[src/rtl/core/ssbd_pkg.sv]
// ----------------------------------------------------------------------------
// ssbd_pkg: shared definitions for the seven-segment blink display
// Item types, register indexes, sequencer states and the character table.
// ----------------------------------------------------------------------------
package ssbd_pkg;

    localparam int NUM_DIGITS = 8;
    localparam int CNT_W      = (NUM_DIGITS > 1) ? $clog2(NUM_DIGITS) : 1;
    localparam int CFG_IDX_W  = 2;

    localparam logic [CFG_IDX_W-1:0] REG_ACTIVE_LOW = CFG_IDX_W'(0);
    localparam logic [CFG_IDX_W-1:0] REG_BLINK_MASK = CFG_IDX_W'(1);

    localparam logic CMD_SET  = 1'b0;
    localparam logic CMD_TICK = 1'b1;

    typedef struct packed {
        logic       cmd;
        logic [2:0] digit_index;
        logic       show_point;
        logic [7:0] char_code;
    } t_cmd_item;

    typedef struct packed {
        logic [2:0] out_digit;
        logic [7:0] segments;
        logic       last;
    } t_result_item;

    typedef enum logic {
        ST_IDLE,
        ST_SCAN
    } t_state;

    // Segment pattern for a character code, point bit clear except for the point character.
    function automatic logic [7:0] glyph_of(input logic [7:0] ch);
        logic [7:0] g;
        case (ch)
            8'h00: g = 8'h3F;
            8'h01: g = 8'h06;
            8'h02: g = 8'h5B;
            8'h03: g = 8'h4F;
            8'h04: g = 8'h66;
            8'h05: g = 8'h6D;
            8'h06: g = 8'h7D;
            8'h07: g = 8'h07;
            8'h08: g = 8'h7F;
            8'h09: g = 8'h6F;
            8'h0A: g = 8'h77;
            8'h0B: g = 8'h7C;
            8'h0C: g = 8'h39;
            8'h0D: g = 8'h5E;
            8'h0E: g = 8'h79;
            8'h0F: g = 8'h71;
            8'h50: g = 8'h73; // P
            8'h48: g = 8'h76; // H
            8'h4C: g = 8'h38; // L
            8'h55: g = 8'h3E; // U
            8'h6E: g = 8'h54; // n
            8'h72: g = 8'h50; // r
            8'h2D: g = 8'h40; // -
            8'h5F: g = 8'h08; // _
            8'h2E: g = 8'h80; // .
            default: g = 8'h00;
        endcase
        return g;
    endfunction

endpackage

[src/rtl/core/ssbd_glyph.sv]
// ----------------------------------------------------------------------------
// ssbd_glyph: character encoder
// Maps a character code to its segment pattern and applies point and polarity.
// ----------------------------------------------------------------------------
module ssbd_glyph (
    input  logic [7:0] i_char_code,
    input  logic       i_show_point,
    input  logic       i_active_low,
    output logic [7:0] o_code
);
    import ssbd_pkg::*;

    logic [7:0] glyph;

    always_comb begin
        glyph = glyph_of(i_char_code);
        if (i_active_low) begin
            // Common anode: a lit segment is a zero, so the point clears bit 7.
            o_code = ~glyph;
            if (i_show_point) begin
                o_code = o_code & 8'h7F;
            end
        end else begin
            o_code = glyph;
            if (i_show_point) begin
                o_code = o_code | 8'h80;
            end
        end
    end

endmodule

[src/rtl/core/seven_segment_blink_display.sv]
// ----------------------------------------------------------------------------
// seven_segment_blink_display: display buffer with blink
// Stores one segment pattern per digit and scans all digits out on a tick.
// ----------------------------------------------------------------------------
//  Channel   Direction  Handshake               Payload
//  command   in         start / busy            i_cmd_item (t_cmd_item)
//  result    out        o_strobe, no stall      o_result (t_result_item)
//  config    in         i_cfg_valid/o_cfg_ready i_cfg_index, i_cfg_data
//
//  A set command is stored at its transfer edge and keeps busy low.
//  A tick command holds busy high through the scan, while the scan counter
//  reads one buffer entry per cycle; each result follows in the cycle after.
//  Reset is synchronous: the buffer goes dark and the first tick is lit.
//  The receiver cannot stall, so results leave at the scan rate.
// ----------------------------------------------------------------------------
module seven_segment_blink_display (
    input  logic                       i_clk,
    input  logic                       i_rst_n,
    input  logic                       start,
    output logic                       busy,
    input  ssbd_pkg::t_cmd_item        i_cmd_item,
    output logic                       o_strobe,
    output ssbd_pkg::t_result_item     o_result,
    input  logic                       i_cfg_valid,
    output logic                       o_cfg_ready,
    input  logic [ssbd_pkg::CFG_IDX_W-1:0] i_cfg_index,
    input  logic [7:0]                 i_cfg_data
);
    import ssbd_pkg::*;

    t_state     r_state, n_state;
    logic [CNT_W-1:0] r_cnt;
    logic       r_active_low;
    logic [7:0] r_blink_mask;
    logic       r_dark_phase;
    logic [7:0] r_buf [NUM_DIGITS];
    logic       r_strobe;
    t_result_item r_result;

    logic       accept;
    logic       scan_en;
    logic       scan_end;
    logic [7:0] set_code;
    logic [7:0] scan_seg;

    assign accept      = start && !busy;
    assign o_cfg_ready = 1'b1;
    assign o_strobe    = r_strobe;
    assign o_result    = r_result;

    ssbd_glyph u_glyph (
        .i_char_code (i_cmd_item.char_code),
        .i_show_point(i_cmd_item.show_point),
        .i_active_low(r_active_low),
        .o_code      (set_code)
    );

    always_comb begin
        n_state = r_state;
        case (r_state)
            ST_IDLE: begin
                if (accept && i_cmd_item.cmd == CMD_TICK) begin
                    n_state = ST_SCAN;
                end
            end
            ST_SCAN: begin
                if (r_cnt == CNT_W'(NUM_DIGITS - 1)) begin
                    n_state = ST_IDLE;
                end
            end
            default: n_state = ST_IDLE;
        endcase
    end

    always_comb begin
        busy     = 1'b0;
        scan_en  = 1'b0;
        scan_end = 1'b0;
        case (r_state)
            ST_IDLE: begin
                busy = 1'b0;
            end
            ST_SCAN: begin
                busy     = 1'b1;
                scan_en  = 1'b1;
                scan_end = (r_cnt == CNT_W'(NUM_DIGITS - 1));
            end
            default: begin
                busy = 1'b0;
            end
        endcase
    end

    // A blinking digit in the dark phase shows the dark pattern of the
    // current polarity, not the stored one.
    always_comb begin
        if (r_dark_phase && r_blink_mask[r_cnt]) begin
            scan_seg = r_active_low ? 8'hFF : 8'h00;
        end else begin
            scan_seg = r_buf[r_cnt];
        end
    end

    always_ff @(posedge i_clk) begin
        if (!i_rst_n) begin
            r_state      <= ST_IDLE;
            r_cnt        <= '0;
            r_active_low <= 1'b0;
            r_blink_mask <= 8'h00;
            r_dark_phase <= 1'b0;
            r_strobe     <= 1'b0;
            for (int i = 0; i < NUM_DIGITS; i++) begin
                r_buf[i] <= 8'h00;
            end
        end else begin
            r_state  <= n_state;
            r_strobe <= scan_en;
            if (i_cfg_valid && o_cfg_ready) begin
                case (i_cfg_index)
                    REG_ACTIVE_LOW: r_active_low <= i_cfg_data[0];
                    REG_BLINK_MASK: r_blink_mask <= i_cfg_data;
                    default: ;
                endcase
            end
            if (accept && i_cmd_item.cmd == CMD_SET &&
                {1'b0, i_cmd_item.digit_index} < 4'(NUM_DIGITS)) begin
                r_buf[i_cmd_item.digit_index[CNT_W-1:0]] <= set_code;
            end
            if (scan_en) begin
                if (scan_end) begin
                    r_cnt        <= '0;
                    r_dark_phase <= !r_dark_phase;
                end else begin
                    r_cnt <= r_cnt + CNT_W'(1);
                end
            end
        end
    end

    always_ff @(posedge i_clk) begin
        if (scan_en) begin
            r_result.out_digit <= 3'(r_cnt);
            r_result.segments  <= scan_seg;
            r_result.last      <= scan_end;
        end
    end

endmodule

[config.mk]
export PLATFORM = sky130hd
export DESIGN_NAME = seven_segment_blink_display
export DESIGN_NICKNAME = d
export VERILOG_FILES = /design/src/rtl/core/ssbd_pkg.sv /design/src/rtl/core/ssbd_glyph.sv /design/src/rtl/core/seven_segment_blink_display.sv
export SDC_FILE = /design/constraint.sdc
export NUM_CORES = 1
export LEC_CHECK = 0
export BUFFER_PORTS_ARGS = -buffer_cell sky130_fd_sc_hd__buf_4
export CAP_MARGIN = 20
export CELL_PAD_IN_SITES_DETAIL_PLACEMENT = 1
export CELL_PAD_IN_SITES_GLOBAL_PLACEMENT = 1
export CORE_ASPECT_RATIO = 1.5
export CORE_MARGIN = 2
export CORE_UTILIZATION = 53
export CTS_CLUSTER_SIZE = 10
export DETAILED_ROUTE_END_ITERATION = 8
export GPL_TIMING_DRIVEN = 1
export PLACE_DENSITY_LB_ADDON = 0.1
export SYNTH_ARGS = -nofsm -noshare
export SYNTH_HDL_FRONTEND = slang
export SYNTH_HIERARCHICAL = 1
export SYNTH_SLANG_ARGS = --single-unit
[constraint.sdc]
create_clock -name i_clk -period 4 [get_ports i_clk]
set_input_delay 0.2 -clock i_clk [delete_from_list [all_inputs] [get_ports i_clk]]
set_output_delay 0.2 -clock i_clk [all_outputs]
set_load 0.02 [all_outputs]
# Word-level counts from Yosys, hierarchy flattened
# Memory sizes are Yosys's and may differ from the RTL's. A register that Yosys moved wholly into a read port is not among the register bits.
# Cells that the tools add are included.
dict set report word_totals {
  register_bits 27
  mem_bits_rw 64
  output_inout_bits 15
  wordCells 77
  memories 1
}
# memory words word_bits read_ports rd_ports_with_merged_regs write_ports line
set mem_list {}
lappend mem_list {r_buf 8 8 1 1 8 seven_segment_blink_display.sv:36} ;# logic [7:0] r_buf [NUM_DIGITS];
dict set report classes {
  add_sub_neg 1
  order_cmp 1
  eq_ne 26
  mux 24
  n_bitwise 3
  n_reduce_logical 12
}
# operator count
set op_table {}
lappend op_table {{8-bit one-hot mux with 25 select lines} 1}
lappend op_table {{8-bit by 4-bit equality test with 1-bit output (second input constant)} 8}
lappend op_table {{8-bit by 7-bit equality test with 1-bit output (second input constant)} 7}
lappend op_table {{8-bit two-way mux} 6}
lappend op_table {{8-bit by 3-bit equality test with 1-bit output (second input constant)} 4}
lappend op_table {{8-bit by 2-bit equality test with 1-bit output (second input constant)} 2}
lappend op_table {{8-bit by 6-bit equality test with 1-bit output (second input constant)} 2}
lappend op_table {{3-bit two-way mux} 4}
lappend op_table {{1-bit two-way mux} 10}
lappend op_table {{8-bit by 1-bit equality test with 1-bit output (second input constant)} 1}
lappend op_table {{8-bit zero test} 1}
lappend op_table {{8-bit inverter} 1}
lappend op_table {{8-bit OR reduction} 1}
lappend op_table {{2-bit AND reduction} 3}
lappend op_table {{1-bit logical AND} 4}
lappend op_table {{3-bit by 4-bit less-than comparator with 1-bit output (second input constant)} 1}
lappend op_table {{1-bit one-hot mux with 2 select lines} 2}
lappend op_table {{3-bit by 1-bit adder with 3-bit output (second input constant)} 1}
lappend op_table {{1-bit binary-select mux with 3-bit select} 1}
lappend op_table {{3-bit equality test (second input constant)} 1}
lappend op_table {{2-bit by 1-bit equality test with 1-bit output (second input constant)} 1}
lappend op_table {{1-bit zero test} 2}
lappend op_table {{2-bit zero test} 1}
lappend op_table {{1-bit inverter} 2}

# Depth between registers and ports, before layout
dict set report depth {
  ltp_word 10
  depth_mapped 8
  ltp_nobuf 6
}

# Cells and area by module
# The synthesis kept the hierarchy.
# module n_inst cells_per_inst area_per_inst_um2
set modules_own_cells {}
lappend modules_own_cells {seven_segment_blink_display 1 271 4071.4}
lappend modules_own_cells {ssbd_glyph 1 102 732.0}

# Worst setup path before layout
# Ideal clock, no wire load.
dict set report synth_timing {
  path_kind {register to register}
  start {reg r_state}
  end {mem r_buf[4][0], enable pin}
  arrival_ns 1.711
  slack_ns 1.905
  stages_incl_launch_ff 4
  path_cell_list {dfxtp_1 and4bb_1 nand2b_1 o21ai_0}
}
# item line
set synth_lines {}
lappend synth_lines {{start: declaration} seven_segment_blink_display.sv:31} ;# t_state r_state, n_state;
lappend synth_lines {{start signal: assignment} seven_segment_blink_display.sv:116} ;# r_state <= n_state;
lappend synth_lines {{end: declaration} seven_segment_blink_display.sv:36}

==> results.cfg <==
[outcome]
outcome = finished clean

[worst_setup_path]
worstSetupStartpointType = register
cp.required_ps = 3990
r2r-end = r_buf[1][1]
r2r_cells = 4
path_cells = and4bb_1 -> nand2_1 -> nor3_2 -> nand2b_1
slowest_delay_ps = 560
slowest_stage = dfxtp_1
timing.rr.start = r_state
critPathCaptureType = register
r2r_slack_ps = 1450
crit_buf_inv = 0
critPathMaxFanout = 21
crit_family = simple AND/OR/NAND/NOR gates
criticalPathCategory = reg -> reg
cp_data_arrival_time_ps = 2540

[synth]
yosysWarnings = 6
synth_xor_area_frac = 0.02188
synthTopCellsByArea = edfxtp_1 (48%), and2_1 (8.7%), mux4_2 (8.0%)
synth_top_family_by_area = simple AND/OR/NAND/NOR gates
synthMuxAreaShare = 0.1237
seq_area_frac_synth = 0.5501
synth_edf_count = 76
syn_area_um2 = 4803
postSynth.asyncResetShare = 0
post-synth-top-area-cell = edfxtp_1
synth_top_cell_area_share = 0.4751
synth-compound-area-share = 0.06304
avgSynthCellArea_um2 = 12.88
synth.distinct_cells = 59
syn_nets = 402
synth-simple-area-share = 0.2040
postSynthCellCount = 373
synth_fa_ha_area_frac = 0.005210
ys.flop_type = edfxtp_1
ys_seq_elements = 94

[power_and_ir_drop]
fin_total_pwr_w = 0.002225
leakage_nw = 2.008
power.density_nw_per_um2 = 405.9
ir_drop_uv = 264.0

[place]
preCtsSetupSlack_ps = 1399
gp_congestion = 0.9441
port_buffers = 40
dp_hpwl_um = 8400

[timing]
setup_viol = 0
rsz0062_at_grt = false
slew_headroom = 0.4608
worstMarginPinSlew_ps = 803.1
final.setup.worst_slack_ps = 1451
fmax_ghz = 0.3923
final_max_slew_viol_count = 0
fin_crit_ps = 2549
hold_viol_final = 0
fin_tns_setup_ps = 0
fin_crit_sh = 0.6373
skew_ps = 6.844

[floorplanning]
coreArea_um2 = 8828
die_y_um = 120.6
num_rows = 42
io_pins = 42
die_w_um = 81.73
initial_core_util = 0.5441
dieArea_um2 = 9856

[layout]
nFillCells = 882
multi_input_area_um2 = 2011
antenna_cells = 0
drive_gt1_frac = 0.2228
finalNetCount = 438
synthToLayoutAreaGrowth_pct = 14.12
layout.area.seq_um2 = 2643

[detailed_routing]
post_drt_wl_per_cell_um = 22.46
drtAntennaViolNets = 0
avgViaCountPerCell = 6.000
drc = 0
initialDrtViolationCount = 147
vias = 3138
drt_wl_total_um = 11750
first_pass_iters = 4

[worst_hold_path]
holdPathEnd = r_blink_mask[1]
hold_path_class = in -> reg
whs_path_depth = 3
holdCritStartpoint = i_cfg_data[1]

[clock_network]
tritoncts = yes
clkTransAtPathRegs_ps = 60
clockRootBuffer = clkbuf_16
clkSinkCount = 94
post-cts-setup-buffers = 0
ctsHoldBuffers = 0
clkLatencyLatePin_ps = 340
htreeDepth = 3
cts_inserted_buffers = 9
clockBufferDepth = 2
cts_resized = 0

[global_routing]
first_global_vias = 3366
grt_pass1_wl_um = 18180
overflow = 0
antenna_found_initial = 0
grt_max_degree = 25
grt_use_total = 0.2614

[job]
cap_violations = 0
-- how the worst max path moves through the flow --
stage | slack (ps) | to | depth (start not counted) | from
floorplan | 1900 | r_buf[4][0] | 3 | r_state
global placement | 1420 | r_buf[3][5] | 3 | r_state
detailed placement | 1400 | r_buf[6][1] | 3 | r_state
CTS | 1400 | r_buf[6][6] | 3 | r_state
global route | 1310 | r_buf[0][0] | 4 | r_state
finish | 1450 | r_buf[1][1] | 4 | r_state
-- registers in the layout, indices dropped and copies added (netlist names), named ones only --
register / cells
r_buf: 64
o_result: 12
r_blink_mask: 8
r_cnt: 3
o_strobe: 1
r_active_low: 1
r_dark_phase: 1
r_state: 1
-- cells in the mapped netlist (2+ instances only) --
| cell | number |
|---|---|
| inv_1 | 3 |
| mux4_2 | 17 |
| nand4b_1 | 2 |
| edfxtp_1 | 76 |
| a21oi_1 | 17 |
| nor3b_1 | 2 |
| and4bb_1 | 2 |
| o21ai_0 | 8 |
| nor4bb_1 | 2 |
| nor3_2 | 3 |
| o211ai_1 | 2 |
| nor2_1 | 16 |
| nand3b_1 | 2 |
| buf_1 | 3 |
| xnor2_1 | 11 |
| o21ai_1 | 2 |
| buf_4 | 4 |
| a31oi_1 | 2 |
| dfxtp_1 | 18 |
| o21a_1 | 2 |
| ha_1 | 2 |
| nand2b_1 | 9 |
| o31ai_1 | 2 |
| clkbuf_1 | 4 |
| nor3_1 | 5 |
| buf_6 | 3 |
| nand2_1 | 7 |
| nand3_1 | 4 |
| nor4_1 | 2 |
| mux2i_1 | 20 |
| nor4_2 | 2 |
| buf_2 | 9 |
| a221oi_2 | 2 |
| and2_1 | 67 |
| nor2b_1 | 16 |
| nand4_1 | 2 |
-- where the power goes --
part           internal, W  switching, W  leakage, nW
sequential         0.00109     0.0000248        0.924
combinational    0.0000948      0.000124        0.937
clock             0.000544      0.000344        0.147
total              0.00173      0.000492         2.01
-- logic make-up after synthesis --
group | after synthesis
buffers and inverters | 27
AND/OR/NAND/NOR | 153
multiplexers | 38
AO/OA/AOI/OAI | 46
flip-flops | 94
adder cells (fa/ha/maj) | 2
XOR/XNOR | 12
other | 1
-- per-stage QoR --
step | std cells | util | area (µm²) | hold WS, ps
floorplan | 373 | - | 4803 | 328.2
CTS | 517 | 0.6144 | 5424 | 117.5
detailed placement | 502 | 0.5798 | 5119 | 464.0
global placement | 500 | 0.5784 | 5106 | 454.2
finish | 523 | 0.6209 | 5482 | 115.8
global route | 523 | 0.6209 | 5482 | 127.7
-- layer usage --
layer	routed length (µm)	up-vias	share of wire	global-route usage
li1	-	1444	-	-
met1	3999	1560	0.34	0.2636
met2	6596	96	0.56	0.4802
met3	456	38	0.039	0.04776
met4	694	0	0.059	0.1531
met5	0	-	0	0
-- cells in the final DEF (no fill, tap or decap), types with 3 or more instances in the layout --
cell and count:
buf_4 41, o21ai_0 8, nand3_1 4, and2_1 67, nor2_1 16, xnor2_1 11, clkbuf_16 9, a21oi_1 17
nand2_1 7, mux4_2 17, edfxtp_1 76, nand2b_1 9, mux2i_1 20, nor3_2 3, nor2b_1 16, inv_1 3
nor3_1 5, dfxtp_1 18
-- worst reg2reg max path, stage by stage, from the launching register on --
cell and delay, ps:
dfxtp_1 560, and4bb_1 470, nand2_1 190, nor3_2 510, nand2b_1 470
-- cell type report --
type	count	area share
clock inverters	4	0.01324
inverters	4	0.002739
repair buffers	48	0.06756
flip-flops and latches	94	0.4821
multi-input cells	252	0.3668
well taps	110	0.02511
clock buffers	11	0.04246
No activity file was read; power rests on OpenSTA's default activity.
